===== src/sv/tbte_pkg.sv =====
// ----------------------------------------------------------------------------
// tbte_pkg: shared constants, types and functions
// Clamp limits, phase overheads, macro periods and their reciprocals, and
// the exponent/mantissa timeout encoding.
// ----------------------------------------------------------------------------
package tbte_pkg;

  localparam int unsigned BudgetMinMs = 15;
  localparam int unsigned BudgetMaxMs = 500;
  localparam int unsigned NsPerMs     = 1000000;
  localparam int unsigned OverheadANs = 1320;
  localparam int unsigned OverheadBNs = 960;

  localparam int unsigned BudgetW = 9;   // clamped budget, up to 500
  localparam int unsigned NsW     = 29;  // up to 5e8 ns
  localparam int unsigned PerW    = 17;  // largest period 124118
  localparam int unsigned RecShift = 40;
  localparam int unsigned RecW    = 25;  // 2^40 / 41373 < 2^25
  localparam int unsigned ProdW   = NsW + RecW;
  localparam int unsigned CountW  = 14;  // quotient up to about 12085
  localparam int unsigned WordW   = 16;

  localparam logic [PerW-1:0] PeriodShortA = 17'd57922;
  localparam logic [PerW-1:0] PeriodShortB = 17'd41373;
  localparam logic [PerW-1:0] PeriodLongA  = 17'd124118;
  localparam logic [PerW-1:0] PeriodLongB  = 17'd107569;

  // floor(2^40 / period): quotient estimate is exact or one low
  localparam logic [RecW-1:0] RecShortA = RecW'((64'd1 << RecShift) / 64'd57922);
  localparam logic [RecW-1:0] RecShortB = RecW'((64'd1 << RecShift) / 64'd41373);
  localparam logic [RecW-1:0] RecLongA  = RecW'((64'd1 << RecShift) / 64'd124118);
  localparam logic [RecW-1:0] RecLongB  = RecW'((64'd1 << RecShift) / 64'd107569);

  typedef struct packed {
    logic s2;
    logic s3;
    logic s4;
  } stage_en_t;

  function automatic logic [PerW-1:0] period_sel(input logic phase_b, input logic long_mode);
    logic [PerW-1:0] p;
    if (long_mode) p = phase_b ? PeriodLongB : PeriodLongA;
    else           p = phase_b ? PeriodShortB : PeriodShortA;
    return p;
  endfunction

  function automatic logic [RecW-1:0] recip_sel(input logic phase_b, input logic long_mode);
    logic [RecW-1:0] r;
    if (long_mode) r = phase_b ? RecLongB : RecLongA;
    else           r = phase_b ? RecShortB : RecShortA;
    return r;
  endfunction

  // exponent in the high byte, (count-1) shifted down to 8 bits in the low byte
  function automatic logic [WordW-1:0] encode_count(input logic [CountW-1:0] count);
    logic [CountW-1:0] m;
    logic [2:0]        expo;
    logic [CountW-1:0] mant;
    m    = count - CountW'(1);
    expo = 3'd0;
    for (int i = 8; i < CountW; i++) begin
      if (m[i]) expo = 3'(i - 7);
    end
    mant = m >> expo;
    if (count == '0) return '0;
    return {5'd0, expo, mant[7:0]};
  endfunction

endpackage


===== src/sv/timing_budget_timeout_encoder.sv =====
// ----------------------------------------------------------------------------
// timing_budget_timeout_encoder: budget to encoded phase A/B timeouts
// An input passes the front register, the divider stages and the word register before out_valid.
// Throughput: one item per cycle while out_ready holds; each stage holds on its own when stalled.
// Synchronous active-low reset clears valid bits and range_mode (short range).
// ----------------------------------------------------------------------------
module timing_budget_timeout_encoder (
  input  logic        clk,
  input  logic        rst_n,
  input  logic        cfg_we,
  input  logic [1:0]  cfg_wdata,
  input  logic        in_valid,
  output logic        in_ready,
  input  logic [15:0] in_budget_ms,
  output logic        out_valid,
  input  logic        out_ready,
  output logic [15:0] out_timeout_word_a,
  output logic [15:0] out_timeout_word_b
);

  logic [1:0]  range_mode_r;
  logic [4:1]  v_r;
  logic [4:1]  v_nxt;
  logic        out_valid_r;
  logic        en1;
  logic        en5;
  tbte_pkg::stage_en_t en;

  logic [tbte_pkg::NsW-1:0]    ns_a;
  logic [tbte_pkg::NsW-1:0]    ns_b;
  logic                        long1;
  logic [tbte_pkg::CountW-1:0] count_a;
  logic [tbte_pkg::CountW-1:0] count_b;
  logic [15:0]                 word_a_r;
  logic [15:0]                 word_b_r;

  // each stage loads when empty or when its content moves on
  assign en5    = !out_valid_r || out_ready;
  assign en.s4  = !v_r[4] || en5;
  assign en.s3  = !v_r[3] || en.s4;
  assign en.s2  = !v_r[2] || en.s3;
  assign en1    = !v_r[1] || en.s2;
  assign in_ready = en1;

  always_comb begin
    v_nxt = v_r;
    if (en1)   v_nxt[1] = in_valid;
    if (en.s2) v_nxt[2] = v_r[1];
    if (en.s3) v_nxt[3] = v_r[2];
    if (en.s4) v_nxt[4] = v_r[3];
  end

  always_ff @(posedge clk) begin
    if (!rst_n) begin
      range_mode_r <= 2'd0;
      v_r          <= '0;
      out_valid_r  <= 1'b0;
    end else begin
      if (cfg_we) range_mode_r <= cfg_wdata;
      v_r <= v_nxt;
      if (en5) out_valid_r <= v_r[4];
    end
  end

  tbte_front u_front (
    .clk       (clk),
    .en        (en1),
    .budget_ms (in_budget_ms),
    .long_mode (range_mode_r != 2'd0),
    .ns_a_r    (ns_a),
    .ns_b_r    (ns_b),
    .long_r    (long1)
  );

  tbte_div u_div_a (
    .clk     (clk),
    .en      (en),
    .phase_b (1'b0),
    .long_in (long1),
    .ns_in   (ns_a),
    .count_r (count_a)
  );

  tbte_div u_div_b (
    .clk     (clk),
    .en      (en),
    .phase_b (1'b1),
    .long_in (long1),
    .ns_in   (ns_b),
    .count_r (count_b)
  );

  always_ff @(posedge clk) begin
    if (en5) begin
      word_a_r <= tbte_pkg::encode_count(count_a);
      word_b_r <= tbte_pkg::encode_count(count_b);
    end
  end

  assign out_valid          = out_valid_r;
  assign out_timeout_word_a = word_a_r;
  assign out_timeout_word_b = word_b_r;

endmodule


===== src/sv/tbte_front.sv =====
// ----------------------------------------------------------------------------
// tbte_front: budget clamp and overhead subtract
// Clamps the budget to 15..500 ms, scales to ns and registers the two
// phase numerators with the range selection.
// ----------------------------------------------------------------------------
module tbte_front (
  input  logic                       clk,
  input  logic                       en,
  input  logic [15:0]                budget_ms,
  input  logic                       long_mode,
  output logic [tbte_pkg::NsW-1:0]   ns_a_r,
  output logic [tbte_pkg::NsW-1:0]   ns_b_r,
  output logic                       long_r
);

  logic [tbte_pkg::BudgetW-1:0] budget_c;
  logic [tbte_pkg::NsW-1:0]     ns;
  logic [tbte_pkg::NsW-1:0]     ns_a_nxt;
  logic [tbte_pkg::NsW-1:0]     ns_b_nxt;

  always_comb begin
    if (budget_ms < 16'(tbte_pkg::BudgetMinMs)) begin
      budget_c = tbte_pkg::BudgetW'(tbte_pkg::BudgetMinMs);
    end else if (budget_ms > 16'(tbte_pkg::BudgetMaxMs)) begin
      budget_c = tbte_pkg::BudgetW'(tbte_pkg::BudgetMaxMs);
    end else begin
      budget_c = budget_ms[tbte_pkg::BudgetW-1:0];
    end
    ns       = tbte_pkg::NsW'(budget_c) * tbte_pkg::NsW'(tbte_pkg::NsPerMs);
    ns_a_nxt = ns - tbte_pkg::NsW'(tbte_pkg::OverheadANs);
    ns_b_nxt = ns - tbte_pkg::NsW'(tbte_pkg::OverheadBNs);
  end

  always_ff @(posedge clk) begin
    if (en) begin
      ns_a_r <= ns_a_nxt;
      ns_b_r <= ns_b_nxt;
      long_r <= long_mode;
    end
  end

endmodule


===== src/sv/tbte_div.sv =====
// ----------------------------------------------------------------------------
// tbte_div: divide by selected macro period
// Three stages: reciprocal multiply, back-multiply by the period, then
// remainder check that bumps the estimate by one when needed.
// ----------------------------------------------------------------------------
module tbte_div (
  input  logic                          clk,
  input  tbte_pkg::stage_en_t           en,
  input  logic                          phase_b,
  input  logic                          long_in,
  input  logic [tbte_pkg::NsW-1:0]      ns_in,
  output logic [tbte_pkg::CountW-1:0]   count_r
);

  logic [tbte_pkg::NsW-1:0]    ns2_r;
  logic                        long2_r;
  logic [tbte_pkg::ProdW-1:0]  prod2_r;

  logic [tbte_pkg::NsW-1:0]    ns3_r;
  logic                        long3_r;
  logic [tbte_pkg::CountW-1:0] q3_r;
  logic [tbte_pkg::NsW-1:0]    qd3_r;

  logic [tbte_pkg::CountW-1:0] q3_nxt;
  logic [tbte_pkg::NsW-1:0]    rem4;
  logic [tbte_pkg::CountW-1:0] count_nxt;
  logic [tbte_pkg::PerW-1:0]   per3;

  assign q3_nxt = prod2_r[tbte_pkg::RecShift +: tbte_pkg::CountW];
  assign per3   = tbte_pkg::period_sel(phase_b, long3_r);
  assign rem4   = ns3_r - qd3_r;

  always_comb begin
    count_nxt = q3_r;
    // estimate is at most one low
    if (rem4 >= tbte_pkg::NsW'(per3)) count_nxt = q3_r + tbte_pkg::CountW'(1);
  end

  always_ff @(posedge clk) begin
    if (en.s2) begin
      ns2_r   <= ns_in;
      long2_r <= long_in;
      prod2_r <= tbte_pkg::ProdW'(ns_in) *
                 tbte_pkg::ProdW'(tbte_pkg::recip_sel(phase_b, long_in));
    end
    if (en.s3) begin
      ns3_r   <= ns2_r;
      long3_r <= long2_r;
      q3_r    <= q3_nxt;
      qd3_r   <= tbte_pkg::NsW'(q3_nxt) *
                 tbte_pkg::NsW'(tbte_pkg::period_sel(phase_b, long2_r));
    end
    if (en.s4) begin
      count_r <= count_nxt;
    end
  end

endmodule

===== config.mk =====
export PLATFORM = sky130hd
export DESIGN_NAME = timing_budget_timeout_encoder
export DESIGN_NICKNAME = d
export VERILOG_FILES = /design/src/sv/tbte_pkg.sv /design/src/sv/timing_budget_timeout_encoder.sv /design/src/sv/tbte_front.sv /design/src/sv/tbte_div.sv
export SDC_FILE = /design/constraint.sdc
export NUM_CORES = 2
export LEC_CHECK = 0
export ABC_AREA = 0
export BUFFER_PORTS_ARGS = -buffer_cell sky130_fd_sc_hd__buf_2
export CORE_MARGIN = 1.5
export CORE_UTILIZATION = 62
export DETAILED_ROUTE_END_ITERATION = 16
export GPL_TIMING_DRIVEN = 0
export PLACE_DENSITY = 0.85
export SLEW_MARGIN = 20
export SYNTH_ARGS = -nofsm -noshare
export SYNTH_HDL_FRONTEND = slang
export SYNTH_HIERARCHICAL = 1
export SYNTH_SLANG_ARGS = --single-unit

===== constraint.sdc =====
create_clock -name clk -period 8.9 [get_ports clk]
set_input_delay 1.335 -clock clk [delete_from_list [all_inputs] [get_ports clk]]
set_output_delay 1.335 -clock clk [all_outputs]
set_load 0.01 [all_outputs]

* After elaboration in Yosys (flattened, before gate mapping)
Cells that the tools add are included.
Word-level totals: flip-flop bits (word level) 428, bits in writable memories 0, memories 0, output and inout port bits 34, memory bits (read-only) 0, logic and storage cells 93, bits in latches 0, input bits 23
Operators by class: multiply operators 5, reduce and logical (&&, ||, !) cells 13, bitwise logic cells 0, shifts and indexed selects 2, equality and inequality tests 0, divide/modulo/power cells 0, mux-type cells 36, add/subtract/negate cells 8, $lt $le $gt $ge 4
Operators by type and width (count):
- $mul 29x25->54 | 2
- $mux 17 | 6
- $mux 25 | 4
- $ge 29x17->1 | 2
- $mul 14x17->29 | 2
- $sub 29x29->29 | 2
- $mux 11 | 4
- $mux 3 | 12
- $sub 29x10->29 const B | 1
- $sub 29x11->29 const B | 1
- $add 14x1->14 const B | 2
- $logic_not 14->1 | 2
- $mux 14 | 2
- $shr 14x3->8 | 2
- $sub 14x1->14 const B | 2
- $mul 9x14->23 const B | 1
- $mux 9 | 2
- $gt 16x9->1 const B | 1
- $lt 16x4->1 const B | 1
- $mux 1 | 6
- $logic_not 1->1 | 5
- $logic_or 1x1->1 | 5
- $reduce_bool 2->1 | 1

* Logic depth before layout (Yosys ltp)
depth after elaboration 10, gate-level depth with buffers 33, gate-level depth less buffers 29

* By module
The synthesis kept the hierarchy.
By module, submodules not included:
- tbte_div (u_div_a) | area an instance 33320.7 um2, sequential area each 3933.8 um2, cells each 3444, times used 1
- tbte_div (u_div_b) | area an instance 33111.8 um2, sequential area each 3933.8 um2, cells each 3385, times used 1
- tbte_front | area an instance 4490.6 um2, sequential area each 1381.3 um2, cells each 442, times used 1
- timing_budget_timeout_encoder | area an instance 2966.6 um2, sequential area each 800.8 um2, cells each 329, times used 1

* Worst setup path after synthesis
No wires, ideal clock.
path kind reg2reg, start point register u_front.long_r, end point register u_div_a/prod2_r[46] (netlist bit), data pin, clock period less this slack 8.163 ns, arrival 7.905 ns, setup time 0.258 ns, path slack 0.737 ns, required time 8.642 ns, path buffers 3, stages on the path, launching flop included 29, cell sequence edfxtp_1 clkbuf_1 inv_1 ha_1 clkbuf_1 clkbuf_1 nand2_1 fa_1 inv_1 fa_1 fa_1 fa_1 fa_1 fa_1 inv_1 fa_1 inv_1 ha_1 a21o_1 a21o_1 a2111oi_0 o211ai_1 a31o_2 o31a_1 o21ai_0 nor2b_1 inv_1 a21oi_1 xnor2_1
On the way: cells in the longest elaborated chain, start to end 3
Ends and longest elaborated chain:
- start, declared | RTL line tbte_front.sv:13 | output logic long_r
- start signal, assigned | RTL line tbte_front.sv:38 | long_r <= long_mode;
- $mux 25 | RTL line tbte_pkg.sv:49 | if (long_mode) r = phase_b ? RecLongB : RecLongA;
- $mux 25 | RTL line tbte_div.sv:40 | if (en.s2) begin
- $mul 29x25->54 | RTL line tbte_div.sv:43 | prod2_r <= tbte_pkg::ProdW'(ns_in) *
- end signal, assigned | RTL line tbte_div.sv:43
- end, declared | RTL line tbte_div.sv:17 | logic [tbte_pkg::ProdW-1:0] prod2_r;
No other way between the ends. The select of a mux whose other input is x is not followed. A chain may end at the register's enable or synchronous reset.

* Worst setup path after layout
start point register u_front/ns_b_r[23] (netlist bit), end point register u_div_b/prod2_r[53] (netlist bit), data pin
On the way: cells in the longest elaborated chain, start to end 1
Ends and longest elaborated chain:
- start, declared | RTL line tbte_front.sv:12 | output logic [tbte_pkg::NsW-1:0] ns_b_r,
- start signal, assigned | RTL line tbte_front.sv:37 | ns_b_r <= ns_b_nxt;
- $mul 29x25->54 | RTL line tbte_div.sv:43
- end signal, assigned | RTL line tbte_div.sv:43
- end, declared | RTL line tbte_div.sv:17
No other way between the ends.

==> metrics.md <==
| Metric | Value |
|---|---|
| Share of layout cells above drive strength 1 | `0.0550` |
| Clk slew on worst S/H paths | `60 ps` |
| Hold depth | `0` |
| Post-synth top area share | `0.374` |
| Outcome | `finished clean` |
| Fin. Hold Viols | `0` |
| All-layer global routing usage | `0.372` |
| Post-DP Area | `76400 sq um` |
| CTS buffer count | `39` |
| Global route overflow | `0` |
| Crit Path Class | `reg -> reg` |
| Max_slew headroom | `0.419` |
| Worst r2r src | `u_front/ns_b_r[23]$_DFFE_PP_` |
| Initial antenna violation count | `9` |
| Worst skew pair latency | `600 ps` |
| Bufs on Longest Clock Path | `3` |
| Initial core utilization | `0.626` |
| GP Congestion | `1.08` |
| Total number of yosys warnings | `6` |
| Non-filler instance count after layout | `9339` |
| Netlist cell types | `122` |
| Final setup fails | `0` |
| Cell taking the most area after synthesis | `fa_1` |
| # Max-Cap Violations | `0` |
| Commonest cells post-synth | `inv_1, fa_1, ha_1, nor2_1, nand2_1` |
| Area grow syn2layout | `6.06%` |
| Seq/Total Area, Yosys | `0.136` |
| Final ANT Viol Nets | `0` |
| Critical Path AT | `9210 ps` |
| Root buffer cell | `clkbuf_16` |
| CTS Sinks | `337` |
| # nets final | `10100` |
| Most common cell in the netlist | `inv_1` |
| DR pass1 iterations | `9` |
| Vias in the first global route | `57500` |
| Top_reg_cell synth | `edfxtp_1` |
| Row cnt | `126` |
| #FFs+latches synth | `337` |
| CTS tree | `yes` |
| First-pass GRT wire length | `337000 um` |
| Largest cells by area after synthesis | `fa_1, ha_1, edfxtp_1` |
| Largest net degree at the start of global routing | `80` |
| Die area | `121000 sq um` |
| Die W | `348 um` |
| WHS Endpoint | `u_div_a/ns3_r[17]$_DFFE_PP_` |
| Hpwl dp | `184000 um` |
| R2R cell count | `26` |
| Number of enable flip-flop cells after synthesis | `330` |
| Routed vias | `54300` |
| Achievable Freq | `113 MHz` |
| Crit path launch type | `register` |
| Avg WL per Cell | `23.5 um` |
| Cells after Synth | `7600` |
| RR Endpoint | `u_div_b/prod2_r[53]$_DFFE_PP_` |
| Req. time, crit path | `9250 ps` |
| Post-route clock period utilization | `0.996` |
| CP Max Fanout | `10` |
| Post-Syn Area | `73900 sq um` |
| Hold Path Origin | `u_div_a/ns2_r[17]$_DFFE_PP_` |
| H-tree levels | `2` |
| Post-Place Cells | `9231` |
| Initial DRC count | `4901` |
| Min Tclk post-route | `8860 ps` |
| Die Y | `348 um` |
| Ys async rst share | `0` |
| Fill count | `9306` |
| Hold buffers post-CTS | `0` |
| Crit end category | `register` |
| Vias/cell | `5.81` |
| Mean Syn Cell Area | `9.72 sq um` |
| Skew final | `39.5 ps` |
| Boundary pin count | `57` |
| Drt total wl | `220000 um` |
| Final Slew Violations | `0` |
| Final Instance Area | `78400 sq um` |
| Core ar. | `118000 sq um` |
| DRC | `0` |
| Tightest Pin Transition | `868 ps` |
| Port bufs | `46` |
| Hold WC Path Type | `reg -> reg` |
| R2R Setup Slk | `40 ps` |
per-layer routing:
layer / up-vias / GRT usage / share of wire
met1: 27200 / 0.491 / 0.39
met4: 14 / 0.145 / 0.044
met2: 2829 / 0.576 / 0.45
met3: 573 / 0.114 / 0.12
met5: - / 0 / 0.00043
li1: 23700 / - / -
sequential cells by signal, indices dropped and copies added, names as in the netlist, 2 cells and up:
signal              cells
u_div_b/prod2_r        14
u_div_a/ns3_r          29
u_div_b/ns2_r          29
u_div_a/ns2_r          29
v_r                     4
u_div_a/count_r        14
u_div_a/prod2_r        14
u_div_a/q3_r           14
u_front/ns_a_r         23
u_div_a/qd3_r          29
u_div_b/ns3_r          29
range_mode_r            2
u_div_b/count_r        14
u_div_b/q3_r           14
out_timeout_word_b     11
u_front/ns_b_r         22
u_div_b/qd3_r          29
out_timeout_word_a     11
cells in the final DEF, fill, tap and decap left out, types with 11 or more instances in the layout:
| cell | netlist | layout |
|---|---|---|
| a211o_1 | 11 | 11 |
| a211oi_1 | 24 | 24 |
| a21o_1 | 77 | 77 |
| a21oi_1 | 165 | 160 |
| a31o_2 | 64 | 64 |
| a31oi_1 | 55 | 55 |
| and2_1 | 229 | 229 |
| and3_1 | 15 | 15 |
| buf_1 | 14 | 11 |
| buf_2 | 7 | 56 |
| buf_4 | 25 | 65 |
| clkbuf_1 | 163 | 134 |
| clkbuf_16 | 0 | 39 |
| clkbuf_2 | 1 | 18 |
| clkinv_1 | 27 | 21 |
| clkinv_2 | 0 | 15 |
| conb_1 | 8 | 52 |
| edfxtp_1 | 330 | 330 |
| fa_1 | 1379 | 1379 |
| ha_1 | 915 | 910 |
| inv_1 | 2025 | 2021 |
| mux2i_1 | 21 | 21 |
| nand2_1 | 478 | 476 |
| nand2b_1 | 95 | 95 |
| nand3_1 | 56 | 55 |
| nand4_1 | 38 | 38 |
| nor2_1 | 508 | 488 |
| nor2_4 | 1 | 13 |
| nor2b_1 | 49 | 48 |
| nor3_1 | 40 | 38 |
| nor4_1 | 22 | 22 |
| o211ai_1 | 19 | 19 |
| o21a_1 | 29 | 29 |
| o21ai_0 | 96 | 93 |
| o21bai_1 | 26 | 26 |
| or3_1 | 17 | 17 |
| xnor2_1 | 192 | 192 |
| xor2_1 | 139 | 139 |
worst max-delay path by stage:
stage	from	to	cells past startpoint	slack, ps
6_report	u_front/ns_b_r[23]$_DFFE_PP_	u_div_b/prod2_r[53]$_DFFE_PP_	26	40
5_1_grt	u_front/long_r$_DFFE_PP_	u_div_b/prod2_r[53]$_DFFE_PP_	30	-90
4_1_cts	u_front/long_r$_DFFE_PP_	u_div_a/prod2_r[46]$_DFFE_PP_	30	8
3_5_place_dp	u_front/long_r$_DFFE_PP_	u_div_a/prod2_r[46]$_DFFE_PP_	29	-2630
3_3_place_gp	u_front/long_r$_DFFE_PP_	u_div_a/prod2_r[53]$_DFFE_PP_	28	-3260
2_1_floorplan	u_front/long_r$_DFFE_PP_	u_div_a/prod2_r[46]$_DFFE_PP_	28	740
cell families (layout without fill, tap and decap cells):
logic type / count (synthesis) / in the layout / synth area share
AOI/OAI and AO/OA: 704 / 704 / 0.0671
xor gates and xnor gates: 334 / 334 / 0.0402
adders and majority gates: 2294 / 2294 / 0.529
buffers and inverters: 2271 / 2427 / 0.118
DFF: 337 / 337 / 0.136
muxes: 30 / 30 / 0.00440
other: 8 / 55 / 0.000406
and+or+nand+nor: 1622 / 1622 / 0.106
layout make-up:
| type | count | area [sq um] | area share |
|---|---|---|---|
| multi-input cells | 5036 | 55600 | 0.710 |
| well taps | 1536 | 1920 | 0.0245 |
| clock buffers | 47 | 1020 | 0.0130 |
| plain buffers | 213 | 1070 | 0.0137 |
| repair buffers | 91 | 698 | 0.00891 |
| flip-flops and latches | 337 | 10000 | 0.128 |
| inverters | 2054 | 7740 | 0.0988 |
| diodes | 3 | 7.51 | 0.0000958 |
| clock inverters | 22 | 250 | 0.00319 |
worst max-delay path: stages (launching register included):
cell       delay [ps]
edfxtp_1          560
clkbuf_2          410
inv_1             410
nor2_2            410
fa_1              520
fa_1              630
inv_1              80
fa_1              510
fa_1              550
inv_1              70
fa_1              560
fa_1              510
inv_1              50
fa_1              480
inv_1              40
ha_1              300
nand3_1           190
or4_4             550
nor2_1            170
a2bb2oi_2         140
a21oi_2           210
a21oi_4            90
a21oi_2           190
o221ai_4          180
o311ai_1          390
o211ai_1          180
xnor2_1           170
repair_timing:
| item | 4_1_cts | 5_1_grt |
|---|---|---|
| pin swaps | 5 | 11 |
| cloned | 0 | 0 |
| setup buffers | 14 | 26 |
| endpoints found under the setup margin | 28 | 17 |
| resized for setup | 89 | 70 |
through the flow:
step	utilization	hold WS, ps	TNS (ps)	worst slack [ps]
after floorplan	-	400	0	737
after global placement	0.645	401	-64230	-3260
after detailed placement	0.647	405	-50180	-2630
after CTS	0.660	410	0	8.23
after global routing	0.664	421	-126	-86.5
final	0.664	413	0	38.3
Power is not shown: default switching activity piles up to over one toggle a cycle in this logic, so the estimate is an artifact.
